`config.mk`:
```
export PLATFORM = sky130hd
export DESIGN_NAME = fir_decimate_by_two_flat
export DESIGN_NICKNAME = d
export VERILOG_FILES = /design/src/rtl/fdb_pkg.sv /design/src/rtl/fdb_smp_if.sv /design/src/rtl/fdb_res_if.sv /design/src/rtl/fdb_cell.sv /design/src/rtl/fdb_mac.sv /design/src/rtl/fir_decimate_by_two.sv /design/src/flat_wrapper.sv
export VERILOG_INCLUDE_DIRS = /design/src /design/src/rtl
export SDC_FILE = /design/constraint.sdc
export NUM_CORES = 1
export LEC_CHECK = 0
export BUFFER_PORTS_ARGS = -buffer_cell sky130_fd_sc_hd__buf_2
export CAP_MARGIN = 20
export CORE_MARGIN = 2
export CORE_UTILIZATION = 60
export CTS_BUF_LIST = sky130_fd_sc_hd__clkbuf_8
export CTS_CLUSTER_DIAMETER = 120
export DETAILED_ROUTE_END_ITERATION = 16
export PLACE_DENSITY = 0.85
export REMOVE_ABC_BUFFERS = 1
export SKIP_CTS_REPAIR_TIMING = 1
export SLEW_MARGIN = 10
export SYNTH_ARGS = -nofsm -noshare
export SYNTH_HDL_FRONTEND = slang
export SYNTH_SLANG_ARGS = --single-unit
```
`constraint.sdc`:
```
create_clock -name clk_i -period 7.4 [get_ports clk_i]
set_clock_uncertainty 0.05 [all_clocks]
set_input_delay 0 -clock clk_i [delete_from_list [all_inputs] [get_ports clk_i]]
set_output_delay 0 -clock clk_i [all_outputs]
set_load 0.02 [all_outputs]
```
`src/rtl/fir_decimate_by_two_assert.svh`:
```
// Assertion helpers for the top RTL file; clocked on clk_i, off during reset.
`ifndef FIR_DECIMATE_BY_TWO_ASSERT_SVH
`define FIR_DECIMATE_BY_TWO_ASSERT_SVH

// Same-cycle implication
`define FDB_ASSERT_NOW(lbl, ante, cons, msg) \
  lbl: assert property (@(posedge clk_i) disable iff (!rst_ni) (ante) |-> (cons)) \
    else $error(msg);

// Next-cycle implication
`define FDB_ASSERT_NEXT(lbl, ante, cons, msg) \
  lbl: assert property (@(posedge clk_i) disable iff (!rst_ni) (ante) |=> (cons)) \
    else $error(msg);

`endif

```
`src/rtl/fdb_pkg.sv`:
```
package fdb_pkg;

  // Filter geometry
  localparam int TAPS       = 32;
  localparam int COEF_COUNT = 32;
  localparam int SHIFT      = 15;
  localparam int SMP_W      = 16;
  localparam int PROD_W     = 2 * SMP_W;
  localparam int IDX_W      = (TAPS > 1) ? $clog2(TAPS) : 1;
  localparam int ACC_W      = PROD_W + IDX_W;
  localparam int Y_W        = ACC_W - SHIFT;

  // Q15 coefficients, oldest sample first
  localparam logic signed [SMP_W-1:0] COEF_ROM [COEF_COUNT] = '{
    16'sh008d,  16'sh019c,  16'sh01cb, -16'sh0011, -16'sh0254, -16'sh01b4,  16'sh01be,
    16'sh0342, -16'sh002e, -16'sh0426, -16'sh022b,  16'sh03e2,  16'sh04d4, -16'sh0211,
    -16'sh0710, -16'sh0178,  16'sh07c9,  16'sh065e, -16'sh05bb, -16'sh0b75, -16'sh005f,
    16'sh0e25,  16'sh0ae8, -16'sh09a1, -16'sh16fa, -16'sh099a,  16'sh15e9,  16'sh2d66,
    16'sh2d4e,  16'sh1c73,  16'sh0b1e,  16'sh022a
  };

  // Sequencer command to the MAC
  typedef struct packed {
    logic             valid;
    logic             first;
    logic [IDX_W-1:0] idx;
  } mac_ctrl_t;

  // Finished output sample
  typedef struct packed {
    logic signed [SMP_W-1:0] filtered;
    logic                    overflow;
  } res_t;

  // Coefficient for tap idx; taps past the table weigh zero
  function automatic logic signed [SMP_W-1:0] coef_at(input logic [IDX_W-1:0] idx);
    int unsigned i;
    i = int'(idx);
    if (i < COEF_COUNT) begin
      return COEF_ROM[i];
    end
    return '0;
  endfunction

endpackage

```
`src/rtl/fdb_smp_if.sv`:
```
interface fdb_smp_if;
  import fdb_pkg::*;

  logic                    valid;
  logic                    ready;
  logic signed [SMP_W-1:0] sample;

  modport source (output valid, output sample, input ready);
  modport sink   (input valid, input sample, output ready);
endinterface

```
`src/rtl/fdb_res_if.sv`:
```
interface fdb_res_if;
  import fdb_pkg::*;

  logic                    valid;
  logic                    ready;
  logic signed [SMP_W-1:0] filtered;
  logic                    overflow;

  modport source (output valid, output filtered, output overflow, input ready);
  modport sink   (input valid, input filtered, input overflow, output ready);
endinterface

```
`src/rtl/fdb_cell.sv`:
```
module fdb_cell (
  input  logic                            clk_i,
  input  logic                            rst_ni,
  input  logic                            en_i,
  input  logic signed [fdb_pkg::SMP_W-1:0] d_i,
  output logic signed [fdb_pkg::SMP_W-1:0] q_o
);
  import fdb_pkg::*;

  logic signed [SMP_W-1:0] smp_q;

  // Take the neighbor's sample whenever the row moves
  always_ff @(posedge clk_i or negedge rst_ni) begin
    if (!rst_ni) begin
      smp_q <= '0;
    end else if (en_i) begin
      smp_q <= d_i;
    end
  end

  assign q_o = smp_q;
endmodule

```
`src/rtl/fdb_mac.sv`:
```
module fdb_mac (
  input  logic                            clk_i,
  input  logic                            rst_ni,
  input  fdb_pkg::mac_ctrl_t              ctrl_i,
  input  logic signed [fdb_pkg::SMP_W-1:0] sample_i,
  output fdb_pkg::res_t                   res_o
);
  import fdb_pkg::*;

  logic signed [PROD_W-1:0] prod_q;
  logic                     prod_vld_q;
  logic                     prod_first_q;
  logic signed [ACC_W-1:0]  acc_q;
  logic signed [ACC_W-1:0]  acc_d;
  logic signed [ACC_W-1:0]  prod_ext;
  logic signed [Y_W-1:0]    y;
  logic [Y_W-SMP_W:0]       y_top;

  // Multiply stage
  always_ff @(posedge clk_i or negedge rst_ni) begin
    if (!rst_ni) begin
      prod_vld_q   <= 1'b0;
      prod_first_q <= 1'b0;
    end else begin
      prod_vld_q   <= ctrl_i.valid;
      prod_first_q <= ctrl_i.first;
    end
  end

  always_ff @(posedge clk_i) begin
    if (ctrl_i.valid) begin
      prod_q <= sample_i * coef_at(ctrl_i.idx);
    end
  end

  // Accumulate stage; restart on the first tap
  assign prod_ext = {{(ACC_W-PROD_W){prod_q[PROD_W-1]}}, prod_q};

  always_comb begin
    acc_d = acc_q;
    if (prod_vld_q) begin
      acc_d = prod_first_q ? prod_ext : acc_q + prod_ext;
    end
  end

  always_ff @(posedge clk_i) begin
    acc_q <= acc_d;
  end

  // Scale by 2^-15, wrap to 16 bits, flag when the upper bits are not a sign extension
  assign y            = acc_q[ACC_W-1:SHIFT];
  assign y_top        = y[Y_W-1:SMP_W-1];
  assign res_o.filtered = y[SMP_W-1:0];
  assign res_o.overflow = ~((&y_top) | ~(|y_top));
endmodule

```
`src/rtl/fir_decimate_by_two.sv`:
```
// Even-phase samples (the first after reset, then every second) yield one result, valid
// after the run, flush and finish states once the output register is free; odd-phase
// samples only shift into the cell row. Requests are accepted only while idle; the single
// shared multiply-accumulate walks the cell row one tap per cycle.
// A finished result waits in the output register while the next sample is accepted.
// Reset (rst_ni low, asynchronous) zeroes the delay cells, the phase and the output valid.
module fir_decimate_by_two (
  input  logic clk_i,
  input  logic rst_ni,
  fdb_smp_if.sink   smp_i,
  fdb_res_if.source res_o
);
  import fdb_pkg::*;

  `include "fir_decimate_by_two_assert.svh"

  localparam logic [1:0] ST_IDLE  = 2'd0;
  localparam logic [1:0] ST_RUN   = 2'd1;
  localparam logic [1:0] ST_FLUSH = 2'd2;
  localparam logic [1:0] ST_FIN   = 2'd3;

  logic [1:0]             state_q, state_d;
  logic [IDX_W-1:0]       cnt_q, cnt_d;
  logic                   phase_q;
  logic                   smp_acc;
  logic                   row_en;
  logic                   out_free;
  logic                   out_load;
  logic                   out_vld_q;
  res_t                   out_q;
  res_t                   mac_res;
  mac_ctrl_t              mac_ctrl;
  logic signed [SMP_W-1:0] cell_d [TAPS];
  logic signed [SMP_W-1:0] cell_q [TAPS];

  assign smp_i.ready = (state_q == ST_IDLE);
  assign smp_acc     = smp_i.valid & smp_i.ready;
  assign row_en      = smp_acc | (state_q == ST_RUN);

  // Cell row: shift toward the oldest slot; the newest slot takes the request or wraps
  for (genvar j = 0; j < TAPS; j++) begin : g_cell
    if (j == TAPS - 1) begin : g_head
      assign cell_d[j] = (state_q == ST_RUN) ? cell_q[0] : smp_i.sample;
    end else begin : g_body
      assign cell_d[j] = cell_q[j+1];
    end
    fdb_cell u_cell (
      .clk_i  (clk_i),
      .rst_ni (rst_ni),
      .en_i   (row_en),
      .d_i    (cell_d[j]),
      .q_o    (cell_q[j])
    );
  end

  // Feed the oldest slot to the MAC during the walk
  assign mac_ctrl.valid = (state_q == ST_RUN);
  assign mac_ctrl.first = (cnt_q == '0);
  assign mac_ctrl.idx   = cnt_q;

  fdb_mac u_mac (
    .clk_i    (clk_i),
    .rst_ni   (rst_ni),
    .ctrl_i   (mac_ctrl),
    .sample_i (cell_q[0]),
    .res_o    (mac_res)
  );

  assign out_free = ~out_vld_q | res_o.ready;
  assign out_load = (state_q == ST_FIN) & out_free;

  // Sequencer
  always_comb begin
    state_d = state_q;
    cnt_d   = cnt_q;
    case (state_q)
      ST_IDLE: begin
        if (smp_acc && !phase_q) begin
          state_d = ST_RUN;
          cnt_d   = '0;
        end
      end
      ST_RUN: begin
        cnt_d = cnt_q + 1'b1;
        if (cnt_q == IDX_W'(TAPS - 1)) begin
          state_d = ST_FLUSH;
        end
      end
      ST_FLUSH: state_d = ST_FIN;
      ST_FIN: begin
        if (out_load) begin
          state_d = ST_IDLE;
        end
      end
      default: state_d = ST_IDLE;
    endcase
  end

  always_ff @(posedge clk_i or negedge rst_ni) begin
    if (!rst_ni) begin
      state_q <= ST_IDLE;
      cnt_q   <= '0;
      phase_q <= 1'b0;
    end else begin
      state_q <= state_d;
      cnt_q   <= cnt_d;
      if (smp_acc) begin
        phase_q <= ~phase_q;
      end
    end
  end

  // Output register: load a finished result, drop it once taken
  always_ff @(posedge clk_i or negedge rst_ni) begin
    if (!rst_ni) begin
      out_vld_q <= 1'b0;
    end else if (out_load) begin
      out_vld_q <= 1'b1;
    end else if (res_o.ready) begin
      out_vld_q <= 1'b0;
    end
  end

  always_ff @(posedge clk_i) begin
    if (out_load) begin
      out_q <= mac_res;
    end
  end

  assign res_o.valid    = out_vld_q;
  assign res_o.filtered = out_q.filtered;
  assign res_o.overflow = out_q.overflow;

  `FDB_ASSERT_NOW(a_cnt_range, state_q == ST_RUN, cnt_q <= IDX_W'(TAPS - 1), "tap counter past last tap")
  `FDB_ASSERT_NOW(a_load_from_fin, $rose(out_vld_q), $past(state_q) == ST_FIN, "result loaded outside finish")
  `FDB_ASSERT_NEXT(a_odd_no_run, smp_acc && phase_q, state_q == ST_IDLE, "odd-phase request started a walk")
  `FDB_ASSERT_NEXT(a_even_run, smp_acc && !phase_q, state_q == ST_RUN && cnt_q == '0, "even-phase request did not start a walk")
endmodule

```
`src/flat_wrapper.sv`:
```
// flat-port wrapper written by rule: the top's interface ports become plain ports
module fir_decimate_by_two_flat import fdb_pkg::*;
  (clk_i, rst_ni, smp_i_valid, smp_i_sample, smp_i_ready, res_o_valid, res_o_filtered, res_o_overflow, res_o_ready);
  fdb_smp_if smp_i_i ();
  fdb_res_if res_o_i ();
  input  logic clk_i;
  input  logic rst_ni;
  input wire logic [$bits(smp_i_i.valid)-1:0] smp_i_valid;
  input wire logic [$bits(smp_i_i.sample)-1:0] smp_i_sample;
  output wire logic [$bits(smp_i_i.ready)-1:0] smp_i_ready;
  output wire logic [$bits(res_o_i.valid)-1:0] res_o_valid;
  output wire logic [$bits(res_o_i.filtered)-1:0] res_o_filtered;
  output wire logic [$bits(res_o_i.overflow)-1:0] res_o_overflow;
  input wire logic [$bits(res_o_i.ready)-1:0] res_o_ready;
  assign smp_i_i.valid = smp_i_valid;
  assign smp_i_i.sample = smp_i_sample;
  assign smp_i_ready = smp_i_i.ready;
  assign res_o_valid = res_o_i.valid;
  assign res_o_filtered = res_o_i.filtered;
  assign res_o_overflow = res_o_i.overflow;
  assign res_o_i.ready = res_o_ready;
  fir_decimate_by_two u_core (.clk_i(clk_i), .rst_ni(rst_ni), .smp_i(smp_i_i), .res_o(res_o_i));
endmodule
```
Word level (Yosys, flattened, before mapping)
Memory sizes are Yosys's and may differ from the RTL's.
Index checks and enable logic that the tools add are counted.

operators by class
  $mul = 1
  bitwise operators = 10
  multiplexer cells = 15
  equality and inequality tests = 7
  divide/modulo/power cells = 0
  reduce and logical (&&, ||, !) cells = 10
  order comparisons = 1
  $add $sub $neg = 2
  shift-type cells = 0

operator list
  kind                 number
  $mux 16              5
  $add 37x32->37       1
  $mux 37              1
  $ge 33x6->1 const B  1
  $not 5->33           1
  $mul 16x16->32       1
  $pmux 5 s2           1
  $pmux 2 s4           1
  $reduce_and 7->1     1
  $reduce_or 7->1      1
  $mux 2               3
  $add 5x1->5 const B  1
  $eq 5x5->1 const B   1
  $logic_not 5->1      1
  $mux 5               1
  $eq 2x2->1 const B   2
  $ne 2x1->1 const B   2
  $not 1->1            4
  $reduce_bool 2->1    2
  $mux 1               3
  $or 1x1->1           3
  $reduce_and 3->1     1
  $and 1x1->1          2
  $eq 2x1->1 const B   1
  5 further kinds      5

storage, ports and cells
  latch bits = 0
  bits in registers = 609
  memory bits (writable) = 0
  output and inout port bits = 19
  memory bits (read-only) = 512
  memories = 1

memory list
  name             depth  width  read ports  clocked after Yosys merged registers in  wr ports  line           text
  (no name shown)  32     16     1           0                                        0         fdb_pkg.sv:40  return COEF_ROM[i];

Longest topological paths before layout
  word-level depth = 7
  gate-level depth with buffers = 32
  depth with buffers taken out = 30

Cells and area by module
A second synthesis with hierarchy kept.

unflattened totals
  cell total of the unflattened synthesis = 2,821
  area total of the unflattened synthesis = 37,245.7 um^2

modules (own cells, without submodules)
  module               times used  area an instance (um^2)  seq. area each (um^2)  cells each
  fdb_cell             32          649.4                    400.4                  34
  fdb_mac              1           15,209.6                 2,122.0                1,647
  fir_decimate_by_two  1           1,256.2                  735.7                  86

Least setup slack after synthesis
OpenSTA, ideal clock, no wires.

  path kind = register -> register
  start = register u_core.cnt_q[1]
  end = register u_core.u_mac.prod_q[31], data pin
  slack = -0.374 ns
  arrival = 7.464 ns
  stages on the path, launching flop included = 28
  path through = dfrtp_1 -> clkbuf_1 -> inv_1 -> ha_1 -> mux4_2 -> a21oi_1 -> clkbuf_1 -> nor2b_1 -> fa_1 -> inv_1 -> fa_1 -> fa_1 -> inv_1 -> fa_1 -> fa_1 -> inv_1 -> fa_1 -> inv_1 -> ha_1 -> a21o_1 -> a21oi_1 -> o31ai_1 -> a21oi_1 -> o21ai_1 -> a2111oi_2 -> o311ai_1 -> a21oi_1 -> xnor2_1

on the way
  longest elaborated chain between the ends = 7

RTL lines
  what                                         line                        text
  from (decl)                                  fir_decimate_by_two.sv:23   logic [IDX_W-1:0] cnt_q, cnt_d;
  from (signal assigned)                       fir_decimate_by_two.sv:106  cnt_q <= cnt_d;
  $not 5->33 (not written as such)             fdb_pkg.sv:40
  $mem_v2 32x16                                -
  $mux 16 (not written as such) (2 in series)  fdb_pkg.sv:40
  $mux 16                                      fdb_pkg.sv:42               return '0;
  $mux 16                                      fdb_mac.sv:31               if (ctrl_i.valid) begin
  $mul 16x16->32                               fdb_mac.sv:32               prod_q <= sample_i * coef_at(ctrl_i.idx);
  to (signal assigned)                         fdb_mac.sv:32
  to (decl)                                    fdb_mac.sv:10               logic signed [PROD_W-1:0] prod_q;

No other way between the ends. The select of a mux whose other input is x is not followed.
A chain may end at the register's enable or synchronous reset.

Worst setup path after layout
  start = register u_core.cnt_q[1]
  end = register u_core.u_mac.prod_q[30], data pin

Same word-level chain as after synthesis.

==> reports/qor.txt <==
Final WL - 67,200 um
First-pass GRT wire length - 110,000 um
Port Buffer Count - 38
FF+latch count, synth - 609
Clock root cell - clkbuf_8
Vias per inst - 5.54
Maximum clock rate - 0.135 GHz
Worst setup EP type - flip-flop
Most frequent cell after synthesis - dfrtp_1
Crit path DAT - 7.81 ns
Row Count - 88
Critical Path RT - 7.80 ns
Vias in the first global route - 22,528
Maxcap violations - 0
Slew of the pin with the lowest slew margin - 1.01 ns
Failing checks - negative setup slack
Final period utilization - 100%
Non-filler instance count after layout - 3,771
Setup_tns - -0.0143 ns
Top FF cell, synth - dfrtp_1
Synth Warn # - 0
CTS Buffer Depth - 3
Latest clock arrival within the worst-skew pair - 0.70 ns
Total clock sinks - 609
DP Area - 36,200 um2
GR Util All Layers - 22.7%
Synth top area share - 37.6%
Fill count - 3,790
Reg clk slew, reported paths - 0.06 ns
Worst R2R Path Depth - 27
Total Die Area - 59,900 um2
Diodes inserted - 0
Net count, final - 3,348
Area Overhead vs Synth - 12.2%
Core area - 57,500 um2
1st-iter DRT viols - 1,321
Final worst path period need - 7.41 ns
Critical setup path kind - reg2reg
Critical Path Fanout Max - 6
Slew HR - 33.0%
Post-synth EDFFs - 86
Mapped Area - 34,800 um2
Dpl ws - -0.0777 ns
Worst vdd ir - 0.000350 V
Initial core utilization - 60.5%
Total CTS buffers - 95
Worst setup endpoint - u_core.u_mac.prod_q[30]
DR WL/cell - 17.8 um
Worst Slack Setup Final - -0.0143 ns
Antenna violations before repair - 0
Final GP Congestion - 0.910
Hold Crit Start - smp_i_sample[7]
Yosys cell types - 70
TritonRoute pass-1 iters - 5
Synth Area per Inst - 12.5 um2
Die Y - 245 um
Synth Instances - 2,783
Endpoints failing setup - 1
RSZ-0062 raised after global routing - yes
Final instance area - 39,000 um2
Placed cells - 3,546
DRC - 0
R2R Path End - u_core.u_mac.prod_q[30]
Outcome - complete, but fails checks
R2r setup slk - -0.01 ns
PwrDens - 384 nW/um2
Worst R2R Start - u_core.cnt_q[1]
Vias - 20,903
Crit path from - u_core.cnt_q[1]
Grt ovf - 0
Final-report hold violation count - 0
Die X - 245 um
Largest net degree at the start of global routing - 198
TritonCTS clock tree - yes
Design Power - 15.0 mW
Register area share after synthesis - 45.1%
Post-synth ARST share - 85.9%
Synth cell count leaders - 523 x dfrtp_1, 499 x mux2_2, 324 x inv_1
Fraction of layout cells with a size suffix above 1 - 28.7%
Leak - 19.3 nW
Worst setup SP type - flip-flop
Ports - 39
Antenna viol nets, final - 0
Pins Over Slew Limit - 0
Hold Path Class - in2reg
Top cells by area, synth - dfrtp_1 38%, mux2_2 16%, fa_1 15%, edfxtp_1 7.4%, ha_1 4.6%
DP HPWL - 44,800 um
Post-synth top area cell - dfrtp_1
H-Tree Depth - 3
through the flow:
| step | hold WS (ns) | utilization (%) |
|---|---|---|
| 2_1_floorplan | -0.346 | - |
| 3_3_place_gp | 0.0468 | 63.0 |
| 3_5_place_dp | 0.0631 | 63.0 |
| 4_1_cts | -0.725 | 66.4 |
| 5_1_grt | 0.126 | 67.9 |
| 6_report | 0.0958 | 67.9 |
worst max-delay path: stages, from the launching register on:
cell      delay [ns]
dfrtp_1         0.40
buf_4           0.16
ha_2            0.21
mux4_2          0.47
a21oi_2         0.15
buf_6           0.14
buf_4           0.16
buf_4           0.12
nand2_1         0.07
fa_1            0.56
inv_1           0.06
fa_1            0.55
fa_1            0.44
fa_1            0.46
fa_1            0.49
inv_1           0.05
fa_1            0.48
inv_1           0.05
ha_1            0.30
and4_4          0.22
nand4_1         0.19
nor4_4          0.32
nor2_2          0.09
a311oi_2        0.34
a211oi_2        0.14
o21bai_1        0.25
a21oi_2         0.11
xnor2_1         0.13
routing by layer:
metal	GRT usage [%]	vias up	wire [um]
li1	-	9564	-
met1	28.7	10593	27700
met2	39.0	559	34300
met3	3.66	187	3100
met4	9.29	0	2160
met5	0	-	0
registers in the layout, summed over array words and instances, names as in the netlist, 2 cells and up:
register	flops
u_core.g_cell.u_cell.q_o	512
u_core.u_mac.acc_q	37
u_core.cnt_q	5
u_core.res_o.filtered	16
u_core.state_q	2
u_core.u_mac.prod_q	32
cells in the final DEF, fill, tap and decap left out, types with 6 or more instances in the layout:
cell type / count
a211oi_1: 6
a21o_1: 28
a21oi_1: 58
a21oi_2: 12
and2_1: 99
and3_1: 6
buf_12: 10
buf_2: 37
buf_4: 93
buf_6: 8
clkbuf_8: 118
dfrtp_1: 522
dlygate4sd3_1: 20
edfxtp_1: 86
fa_1: 254
fa_2: 10
ha_1: 114
ha_4: 11
inv_1: 350
mux2_2: 499
mux2i_1: 23
nand2_1: 209
nand2b_1: 16
nand3_1: 11
nor2_1: 53
nor2b_1: 35
nor3_1: 8
o21a_1: 10
o21ai_0: 59
o21ai_1: 30
o21bai_1: 11
o31ai_1: 9
xnor2_1: 47
xor2_1: 17
final cells by class:
class	count	area (um2)	area share, %
inverter	326	1230	3.15
tap	765	957	2.45
clock buffer	118	1620	4.16
timing repair buffer	170	1420	3.63
timing repair inverter	1	7.51	0.0192
multi-input combinational	1732	17800	45.6
clock inverter	50	334	0.856
sequential	609	15700	40.2
worst min path at each step:
stage               slack [ns]  cells after the start                               to
detailed placement        0.06                      1  u_core.g_cell[24].u_cell.q_o[6]
global route              0.13                      4  u_core.g_cell[31].u_cell.q_o[7]
CTS                      -0.72                      1  u_core.g_cell[22].u_cell.q_o[6]
floorplan                -0.35                      0                  u_core.cnt_q[0]
finish                     0.1                      4  u_core.g_cell[31].u_cell.q_o[7]
global placement          0.05                      1  u_core.g_cell[21].u_cell.q_o[5]
cell families after synthesis:
| logic type | count (synthesis) | share of synthesized area, % |
|---|---|---|
| AO/OA/AOI/OAI | 283 | 5.26 |
| XOR/XNOR | 64 | 1.61 |
| adder cells (fa/ha/maj) | 393 | 19.8 |
| buffers and inverters | 442 | 4.77 |
| flip-flops | 609 | 45.1 |
| multiplexers | 524 | 16.9 |
| AND/OR/NAND/NOR | 468 | 6.52 |
report_power, final:
group / switching (mW) / leakage [nW] / internal, mW
clock: 1.30 / 1.11 / 1.55
sequential: 0.599 / 7.77 / 4.69
combinational: 3.55 / 10.5 / 3.31
No activity file was read; power rests on OpenSTA's default activity.
